[config.mk]
export PLATFORM = sky130hd
export DESIGN_NAME = mpq_ram
export DESIGN_NICKNAME = d
export VERILOG_FILES = /design/src/mpq_ram.sv
export SDC_FILE = /design/constraint.sdc
export NUM_CORES = 1
export LEC_CHECK = 0
export BUFFER_PORTS_ARGS = -buffer_cell sky130_fd_sc_hd__buf_2
export CORE_MARGIN = 2
export CORE_UTILIZATION = 55
export DETAILED_ROUTE_END_ITERATION = 6
export PLACE_DENSITY = 0.83
export REMOVE_ABC_BUFFERS = 1
export SYNTH_ARGS = -nofsm -noshare
export SYNTH_HDL_FRONTEND = slang
export SYNTH_SLANG_ARGS = --single-unit
[constraint.sdc]
create_clock -name clock -period 3.9 [get_ports clock]
set_input_delay 0.78 -clock clock [delete_from_list [all_inputs] [get_ports clock]]
set_output_delay 0.78 -clock clock [all_outputs]
set_load 0.01 [all_outputs]
[src/mpq_ram.sv]
module mpq_ram #(
   parameter int WIDTH = 8,
   parameter int DEPTH = 16,
   localparam int ADDR_W = (DEPTH > 1) ? $clog2(DEPTH) : 1
) (
   input  logic              clock,
   input  logic              wr_en,
   input  logic [ADDR_W-1:0] wr_addr,
   input  logic [WIDTH-1:0]  wr_data,
   input  logic [ADDR_W-1:0] rd_addr,
   output logic [WIDTH-1:0]  rd_data
);

   logic [WIDTH-1:0] mem [DEPTH];
   logic [WIDTH-1:0] rd_data_ff;

   always_ff @(posedge clock) begin
      if (wr_en) begin
         mem[wr_addr] <= wr_data;
      end
      rd_data_ff <= mem[rd_addr];
   end

   assign rd_data = rd_data_ff;

endmodule

==> qor.csv <==
stage,metric,value,unit
run_status,status,completed,
worst_setup_path,Startpoint Class,input pin,
worst_setup_path,Critical Path End Type,register,
route,post-route ant nets,0,
min_path,min-delay src,wr_data[5],
min_path,Worst Hold End,mem[9][5],
pwr,maximum vdd drop,0.000364,V
timing,TNS Setup,0,ps
pwr,sequential power share,45.3,%
final_layout,"commonest non-fill, non-tap cell in the layout",edfxtp_1,
global_route,first-pass GRT wire length,14800,µm
timing,Tcrit/Tclk final,53.2,%
route,initial DRC count,296,
worst_setup_path,Reg2Reg Launch Point,mem[1][3],
min_path,Hold WC Path Type,in -> reg,
synth,"Avg Cell Area, Syn",22.5,µm²
timing,Slew Limit Headroom,31.7,%
pwr,leak pwr,2.06,nW
global_route,total track usage,21.4,%
final_layout,fraction of layout cells with a size suffix above 1,28.7,%
timing,Least-Margin Pin Slew,1020,ps
final_layout,Sequential Area,4000,µm²
final_layout,area grow syn2layout,17.7,%
run,number of max-cap violations,0,
route,Avg WL per Cell,25.0,µm
pwr,switch share,18.5,%
route,Residual DRC,0,
global_route,GRT overflow,0,
timing,unrepaired setup endpoints after global routing,no,
final_layout,Final Non-Filler Cells,393,
cts,clock buffer count from CTS,17,
pwr,total chip power,3.63,mW
min_path,Hold Crit Depth,1,
route,via count,2420,
cts,CTS sink cnt,136,
cts,CTS max path bufs,2,
synth,register bit total from synthesis,136,
placed_design,dpl cells,361,
final_layout,"commonest non-fill, non-tap cells in the layout","edfxtp_1 (128), buf_2 (25), mux4_2 (18)",
timing,Fin Clk Skew,12.5,ps
route,routed vias/inst,6.16,
global_route,number of global-route vias before repair,2429,
global_route,largest net degree at the start of global routing,33,
floorplan,Die H,101,µm
route,final WL,9830,µm
cts,"Clk pin slew, worst setup/hold paths",60,ps
placed_design,post-DP HPWL,6050,µm
pwr,Comb power frac,4.1,%
cts,post_cts resized,0,
cts,Clock Latency Late Sink,520,ps
cts,Post-CTS Setup Bufs,0,
synth,synthesized instance count,229,
worst_setup_path,worst-path maximum fanout,14,
final_layout,fin util,66.2,%
synth,library cells used by synthesis,19,
final_layout,Layout Nets,287,
pwr,clock power share,50.6,%
placed_design,input/output buffers,25,
cts,CTS tree,done,
floorplan,core area,9150,µm²
timing,achievable clock frequency,482,MHz
final_layout,Filler cells,537,
synth,Synth warnings,0,
cts,hold_buf cts,0,
cts,htree depth,4,
pwr,Net Sw Power,0.670,mW
placed_design,DP Worst Slack,1390,ps
floorplan,Row Count,35,
cts,root buffer cell,clkbuf_8,
worst_setup_path,"Req. time, crit path",4300,ps
worst_setup_path,Reg2Reg Setup Slack,2450,ps
timing,Slew Limit Fails,0,
global_route,initial antenna violation count,0,
synth,Post-Syn Area,5150,µm²
final_layout,multi-input logic area,1060,µm²
floorplan,I/O pins,26,
pwr,Power per Cell Area,599,nW/µm²
worst_setup_path,critical path class,in -> reg,
floorplan,initial core utilization,56.2,%
timing,Setup WS post-layout,1830,ps
timing,Final Setup Violations,0,
worst_setup_path,worst reg2reg endpoint,rd_data[3],
timing,Final Hold Viols,0,
placed_design,GPL Wtd Cong,0.727,
worst_setup_path,crit path DAT,2470,ps
worst_setup_path,R2R cell count,3,
worst_setup_path,CP peak stage delay,630,ps
final_layout,ANT cells,0,
worst_setup_path,CP max-delay cell,mux4_1,
route,Pre-antenna DRT Iters,5,
timing,fin crit period,2070,ps
floorplan,die width,101,µm
synth,register area share after synthesis,77.8,%
floorplan,die area,10100,µm²
worst_setup_path,cell chain of the critical path,buf_2 > buf_4 > mux4_1 > a22oi_1 > nand2_1,
pwr,cell internal pwr,2.96,mW
synthesized netlist by cell type:
master | number | share of area [%]
edfxtp_1 | 128 | 75
mux4_2 | 18 | 7.9
a22oi_1 | 16 | 2.3
mux4_1 | 14 | 7.1
nor2_1 | 13 | 0.95
nand2_1 | 9 | 0.66
dfxtp_1 | 8 | 3.1
nor3_1 | 4 | 0.39
buf_2 | 3 | 0.29
buf_6 | 3 | 0.66
clkdlybuf4s25_2 | 3 | 0.58
nand2b_1 | 2 | 0.24
nand3b_1 | 2 | 0.29
and2_1 | 1 | 0.12
and2b_1 | 1 | 0.15
buf_4 | 1 | 0.15
nand3_1 | 1 | 0.097
nor2b_1 | 1 | 0.12
or3b_2 | 1 | 0.17
kinds of logic (layout without fill, tap and decap cells):
group                  Yosys count  in the layout  share of synthesized area [%]
DFF                            136            136                           77.8
buffers and inverters           10             63                           1.68
muxes                           32             32                           15.0
and+or+nand+nor                 35             35                           3.18
AOI/OAI and AO/OA               16             16                           2.33
stage by stage:
| step | instance area (µm²) | hold slack [ps] |
|---|---|---|
| floorplan | 5060 | 629 |
| global placement | 5370 | 656 |
| finish | 6060 | 644 |
| detailed placement | 5370 | 656 |
| global route | 6060 | 636 |
| CTS | 6060 | 625 |
worst max-delay path, delay by kind of cell:
kind	cells	cell delay (ps)
AO/OA/AOI/OAI	1	300
buffers and inverters	2	620
multiplexers	1	630
AND/OR/NAND/NOR	1	120
final cells by class:
cell class	count	share of cell area (%)
Timing Repair Buffer	31	2.81
Multi-Input combinational cell	83	17.4
Tap cell	111	2.29
Clock buffer	20	7.35
Clock inverter	12	4.05
Sequential cell	136	66.1
sequential cells by signal (all words and copies together) (netlist names):
name	count
rd_data	8
mem	128
routing by layer:
| metal | global-route usage, % | up-vias | wire [µm] |
|---|---|---|---|
| met5 | 0 | - | 0 |
| met4 | 7.48 | 0 | 126 |
| met3 | 6.52 | 11 | 702 |
| met2 | 34.1 | 118 | 5030 |
| met1 | 28.5 | 1233 | 3960 |
| li1 | - | 1058 | - |
power by group through the flow:
stage / Clock, mW / Sequential (mW) / Combinational, mW
after floorplan: 0 / 1.68 / 0.0655
after global placement: 0 / 1.67 / 0.140
after detailed placement: 0 / 1.67 / 0.147
after CTS: 1.86 / 1.65 / 0.149
after global routing: 1.93 / 1.65 / 0.160
final: 1.84 / 1.64 / 0.148
worst max-delay path by stage:
stage                           from    endpoint  slack (ps)  depth (start not counted)
after floorplan           wr_addr[2]   mem[0][0]        1630                          2
after global placement    rd_addr[0]  rd_data[1]        1410                          5
after CTS                 rd_addr[0]  rd_data[3]        1820                          5
final                     rd_addr[0]  rd_data[3]        1830                          5
after detailed placement  rd_addr[0]  rd_data[5]        1390                          5
after global routing      rd_addr[0]  rd_data[3]        1740                          5
(Power assumes the default switching activity.)
