**src/mpq_pkg.sv**
```systemverilog
package mpq_pkg;

   localparam int PRIO_W = 20;
   localparam int SLOT_W = 8;
   localparam int COORD_W = 32;
   localparam int OCC_W = 9;
   localparam int STATUS_W = 3;
   // slot_x, slot_z, world_x, world_z packed into one memory word
   localparam int DATA_W = 2 * SLOT_W + 2 * COORD_W;

   localparam logic REQ_ENQUEUE = 1'b0;
   localparam logic REQ_DEQUEUE = 1'b1;

   localparam logic [STATUS_W-1:0] STATUS_ENQUEUED = 3'd0;
   localparam logic [STATUS_W-1:0] STATUS_DROPPED  = 3'd1;
   localparam logic [STATUS_W-1:0] STATUS_FRESH    = 3'd2;
   localparam logic [STATUS_W-1:0] STATUS_STALE    = 3'd3;
   localparam logic [STATUS_W-1:0] STATUS_EMPTY    = 3'd4;

   typedef struct packed {
      logic                       req_type;
      logic [SLOT_W-1:0]          slot_x;
      logic [SLOT_W-1:0]          slot_z;
      logic signed [COORD_W-1:0]  world_x;
      logic signed [COORD_W-1:0]  world_z;
      logic [PRIO_W-1:0]          priority_req;
      logic signed [COORD_W-1:0]  offset_x;
      logic signed [COORD_W-1:0]  offset_z;
   } req_payload_type;

   typedef struct packed {
      logic [STATUS_W-1:0]        status;
      logic [SLOT_W-1:0]          out_slot_x;
      logic [SLOT_W-1:0]          out_slot_z;
      logic signed [COORD_W-1:0]  out_world_x;
      logic signed [COORD_W-1:0]  out_world_z;
      logic [PRIO_W-1:0]          out_priority;
      logic [OCC_W-1:0]           occupancy;
   } rsp_payload_type;

   typedef enum logic [2:0] {
      ST_IDLE,
      ST_START,
      ST_SCAN,
      ST_FETCH,
      ST_LAST,
      ST_FINISH
   } state_type;

   typedef struct packed {
      logic start;
   } scan_ctrl_type;

   typedef struct packed {
      logic busy;
      logic done;
   } scan_stat_type;

endpackage

```
**src/mpq_min_scan.sv**
```systemverilog
module mpq_min_scan
   import mpq_pkg::*;
#(
   parameter int QUEUE_DEPTH = 256,
   localparam int IDX_W = $clog2(QUEUE_DEPTH)
) (
   input  logic              clock,
   input  logic              reset,
   input  scan_ctrl_type     ctrl,
   input  logic [IDX_W-1:0]  last_idx,
   output logic [IDX_W-1:0]  rd_addr,
   input  logic [PRIO_W-1:0] rd_data,
   output scan_stat_type     stat,
   output logic [IDX_W-1:0]  best_idx,
   output logic [PRIO_W-1:0] best_prio
);

   logic              active_ff, active_in;
   logic              issue_ff, issue_in;
   logic              done_ff, done_in;
   logic              rd_vld_ff, rd_vld_in;
   logic [IDX_W-1:0]  addr_ff, addr_in;
   logic [IDX_W-1:0]  rd_idx_ff, rd_idx_in;
   logic [IDX_W-1:0]  best_idx_ff, best_idx_in;
   logic [PRIO_W-1:0] best_prio_ff, best_prio_in;

   always_ff @(posedge clock) begin
      if (reset) begin
         active_ff <= 1'b0;
         issue_ff  <= 1'b0;
         done_ff   <= 1'b0;
         rd_vld_ff <= 1'b0;
      end else begin
         active_ff <= active_in;
         issue_ff  <= issue_in;
         done_ff   <= done_in;
         rd_vld_ff <= rd_vld_in;
      end
      addr_ff      <= addr_in;
      rd_idx_ff    <= rd_idx_in;
      best_idx_ff  <= best_idx_in;
      best_prio_ff <= best_prio_in;
   end

   always_comb begin
      active_in    = active_ff;
      issue_in     = issue_ff;
      done_in      = 1'b0;
      addr_in      = addr_ff;
      rd_vld_in    = issue_ff;
      rd_idx_in    = addr_ff;
      best_idx_in  = best_idx_ff;
      best_prio_in = best_prio_ff;
      if (ctrl.start) begin
         active_in = 1'b1;
         issue_in  = 1'b1;
         addr_in   = '0;
         rd_vld_in = 1'b0;
      end else begin
         // one priority read issued per cycle, compared in the next cycle
         if (issue_ff) begin
            if (addr_ff == last_idx) begin
               issue_in = 1'b0;
            end else begin
               addr_in = addr_ff + 1'b1;
            end
         end
         if (rd_vld_ff) begin
            // strict compare keeps the earliest of equal priorities
            if (rd_idx_ff == '0 || rd_data < best_prio_ff) begin
               best_idx_in  = rd_idx_ff;
               best_prio_in = rd_data;
            end
            if (rd_idx_ff == last_idx) begin
               active_in = 1'b0;
               done_in   = 1'b1;
            end
         end
      end
   end

   assign rd_addr   = addr_ff;
   assign stat.busy = active_ff;
   assign stat.done = done_ff;
   assign best_idx  = best_idx_ff;
   assign best_prio = best_prio_ff;

endmodule

```
**config.mk**
```make
export PLATFORM = sky130hd
export DESIGN_NAME = mpq_min_scan
export DESIGN_NICKNAME = d
export VERILOG_FILES = /design/src/mpq_pkg.sv /design/src/mpq_min_scan.sv
export SDC_FILE = /design/constraint.sdc
export NUM_CORES = 1
export LEC_CHECK = 0
export BUFFER_PORTS_ARGS = -buffer_cell sky130_fd_sc_hd__buf_2
export CAP_MARGIN = 25
export CORE_MARGIN = 2
export CORE_UTILIZATION = 50
export CTS_CLUSTER_DIAMETER = 80
export DETAILED_ROUTE_END_ITERATION = 8
export PLACE_DENSITY = 0.89
export SLEW_MARGIN = 20
export SYNTH_ARGS = -nofsm -noshare
export SYNTH_HDL_FRONTEND = slang
export SYNTH_SLANG_ARGS = --single-unit
```
**constraint.sdc**
```tcl
create_clock -name clock -period 5.5 [get_ports clock]
set_input_delay 0.825 -clock clock [delete_from_list [all_inputs] [get_ports clock]]
set_output_delay 0.825 -clock clock [all_outputs]
set_load 0.02 [all_outputs]
```
==> flow_metrics.env <==
export IMPL_run_status="finished clean"
export IMPL_r2r_start="best_prio[2]"
export IMPL_synth_area_leaders="edfxtp_1, dfxtp_1, ha_1"
export IMPL_cts_resized=0
export IMPL_yosys_area_top_type="edfxtp_1"
export IMPL_cts_tree="yes"
export IMPL_max_slew_margin_pct=55.2
export IMPL_via_count=1603
export IMPL_setup_tns_ps=0
export IMPL_path_clk_slew_ps=80
export IMPL_synth_warnings=0
export IMPL_ys_seq_elements=48
export IMPL_design_area_mm2=0.00267
export IMPL_htreeDepth=2
export IMPL_diodes=0
export IMPL_grt_max_degree=16
export IMPL_synth_common_cells="edfxtp_1, dfxtp_1, ha_1, inv_1, xnor2_1"
export IMPL_wl_per_cell_um=14.2
export IMPL_cts_hold_buf=0
export IMPL_crit_chain="buf_2 > ha_1 > a211o_1 > a31oi_1 > o221ai_1 > and3_1 > o31ai_4 > buf_4"
export IMPL_worst_pin_slew_ps=672
export IMPL_holdCritPathClass="flop to flop"
export IMPL_drt_iter0_drc=82
export IMPL_clock_path_buffers=2
export IMPL_synth_area_mm2=0.00218
export IMPL_synthCells=182
export IMPL_core_mm2=0.00429
export IMPL_grt_antenna_before_repair=0
export IMPL_cp_arrival_ps=2990
export IMPL_leakagePower_nw=1.19
export IMPL_yosys_area_top_type_share_pct=38.5
export IMPL_drive_above_1_share_pct=30.9
export IMPL_hp_start="rd_addr[7]"
export IMPL_hold_viol=0
export IMPL_ant_nets=0
export IMPL_areaGrowthSynthToFinish_pct=22.3
export IMPL_cp_end_kind="flop"
export IMPL_grt_use_total_pct=19.1
export IMPL_cellPowerDensity_mw_per_mm2=249
export IMPL_cap_violations=0
export IMPL_start_kind="input port"
export IMPL_period_needed_ps=2990
export IMPL_insertion_delay_ps=300
export IMPL_yosysSeqAreaShare_pct=56.8
export IMPL_rsz0062_at_grt="no"
export IMPL_numCtsBuffers=5
export IMPL_io_pins=69
export IMPL_port_buffers=68
export IMPL_synth_most_common_cell="edfxtp_1"
export IMPL_finalCritPeriodShare_pct=54.4
export IMPL_first_global_vias=1565
export IMPL_dp_hpwl_um=3500
export IMPL_start_util_pct=50.8
export IMPL_async_flop_share_pct=0
export IMPL_wirelength_um=4380
export IMPL_fp_dieW_um=70.1
export IMPL_finalClockSkew_ps=6.38
export IMPL_final_fill_count=369
export IMPL_die_height_um=70.1
export IMPL_critPathMaxStageDelay_ps=630
export IMPL_synth_edf_count=28
export IMPL_cts_root_buffer="clkbuf_8"
export IMPL_synth_distinct_cells=35
export IMPL_slowest_stage="o31ai_4"
export IMPL_grt_pass1_wl_um=7290
export IMPL_cts_sinks=48
export IMPL_cts_setup_buffers=0
export IMPL_critPathMaxFanout=15
export IMPL_dr_pass1_iters=4
export IMPL_overflow=0
export IMPL_synth_ff_type="edfxtp_1"
export IMPL_nets=306
export IMPL_critPathRequiredTime_ps=5500
export IMPL_synth_nets=233
export IMPL_critPathKind="input port to flop"
export IMPL_final_setup_viol_count=0
export IMPL_post_drt_via_cell_ratio=5.20
export IMPL_slew_violations=0
export IMPL_placed_cell_area_mm2=0.00259
export IMPL_timing_fmax_ghz=0.334
export IMPL_drc=0
export IMPL_startpoint="rd_data[2]"
export IMPL_worst_ir_drop_vdd_mv=0.134
export IMPL_rows=24
export IMPL_gp_congestion=0.757
export IMPL_die_area_mm2=0.00491
export IMPL_syn_area_per_cell_um2=12.0
-- through the flow --
stage	hold slack [ps]	utilization, %	worst slack (ps)	cells	total power [mW]
after floorplan	450	-	1090	182	0.446
after global placement	395	60.3	2220	300	0.472
after detailed placement	402	60.3	2150	300	0.476
after CTS	415	62.2	2470	308	0.675
after global routing	425	62.2	2350	308	0.698
final	416	62.2	2510	308	0.666
-- cell usage in the layout, fill, tap and decap left out, types with 4 or more instances in the layout --
master | netlist | final
buf_2 | 0 | 68
edfxtp_1 | 28 | 28
inv_1 | 20 | 20
ha_1 | 20 | 20
dfxtp_1 | 20 | 20
xnor2_1 | 13 | 13
a21oi_1 | 12 | 12
nand2_1 | 7 | 7
nor2_1 | 6 | 6
o21ai_0 | 6 | 6
or3_1 | 5 | 5
nand4_1 | 5 | 5
nor4_1 | 5 | 5
clkbuf_8 | 0 | 5
nand3_1 | 4 | 4
xor2_1 | 4 | 4
-- final timing paths --
kind | endpoint | slack, ps | depth (start not counted)
setup / recovery | best_prio[1] | 2510 | 8
hold / removal | rd_idx_ff[7] | 420 | 0
setup reg to reg | best_prio[1] | 2740 | 8
hold reg to reg | rd_idx_ff[7] | 420 | 0
-- state kept, by name (all words and copies together), names as in the netlist --
signal,flops
done_ff,1
rd_addr,8
rd_vld_ff,1
best_idx,8
best_prio,20
rd_idx_ff,8
issue_ff,1
active_ff,1
-- layout make-up --
| type | count | area (µm²) | share of cell area (%) |
|---|---|---|---|
| Sequential cell | 48 | 1240 | 46.5 |
| Multi-Input combinational cell | 111 | 862 | 32.3 |
| Timing Repair Buffer | 69 | 348 | 13.0 |
| Clock buffer | 8 | 80.1 | 3.00 |
| Inverter | 20 | 75.1 | 2.81 |
| Tap cell | 52 | 65.1 | 2.44 |
-- report_power, final --
group / switching (mW) / leakage (nW) / internal, mW
registers: 0.00804 / 0.419 / 0.389
logic: 0.0395 / 0.732 / 0.0307
clock network: 0.108 / 0.0395 / 0.0904
-- worst max-delay path, delay by kind of cell --
kind	cells	cell delay (ps)
adders and majority gates	1	300
buffers and inverters	2	460
and+or+nand+nor	1	200
AOI/OAI and AO/OA	4	1210
-- per-layer routing --
layer | up-vias | track usage (%) | routed length, µm
met5 | - | 0 | 0
met4 | 0 | 6.41 | 59
met3 | 6 | 4.62 | 239
met2 | 55 | 32.8 | 2180
met1 | 740 | 23.7 | 1900
li1 | 802 | - | -
-- kinds of logic after synthesis --
logic type	count (synthesis)	synth area share, %
flip-flops	48	56.8
AND/OR/NAND/NOR	43	11.5
AO/OA/AOI/OAI	30	8.60
buffers and inverters	23	4.30
adder cells (fa/ha/maj)	20	11.5
XOR/XNOR	17	6.82
multiplexers	1	0.458
Note: power is estimated with default switching activity, not from simulation.
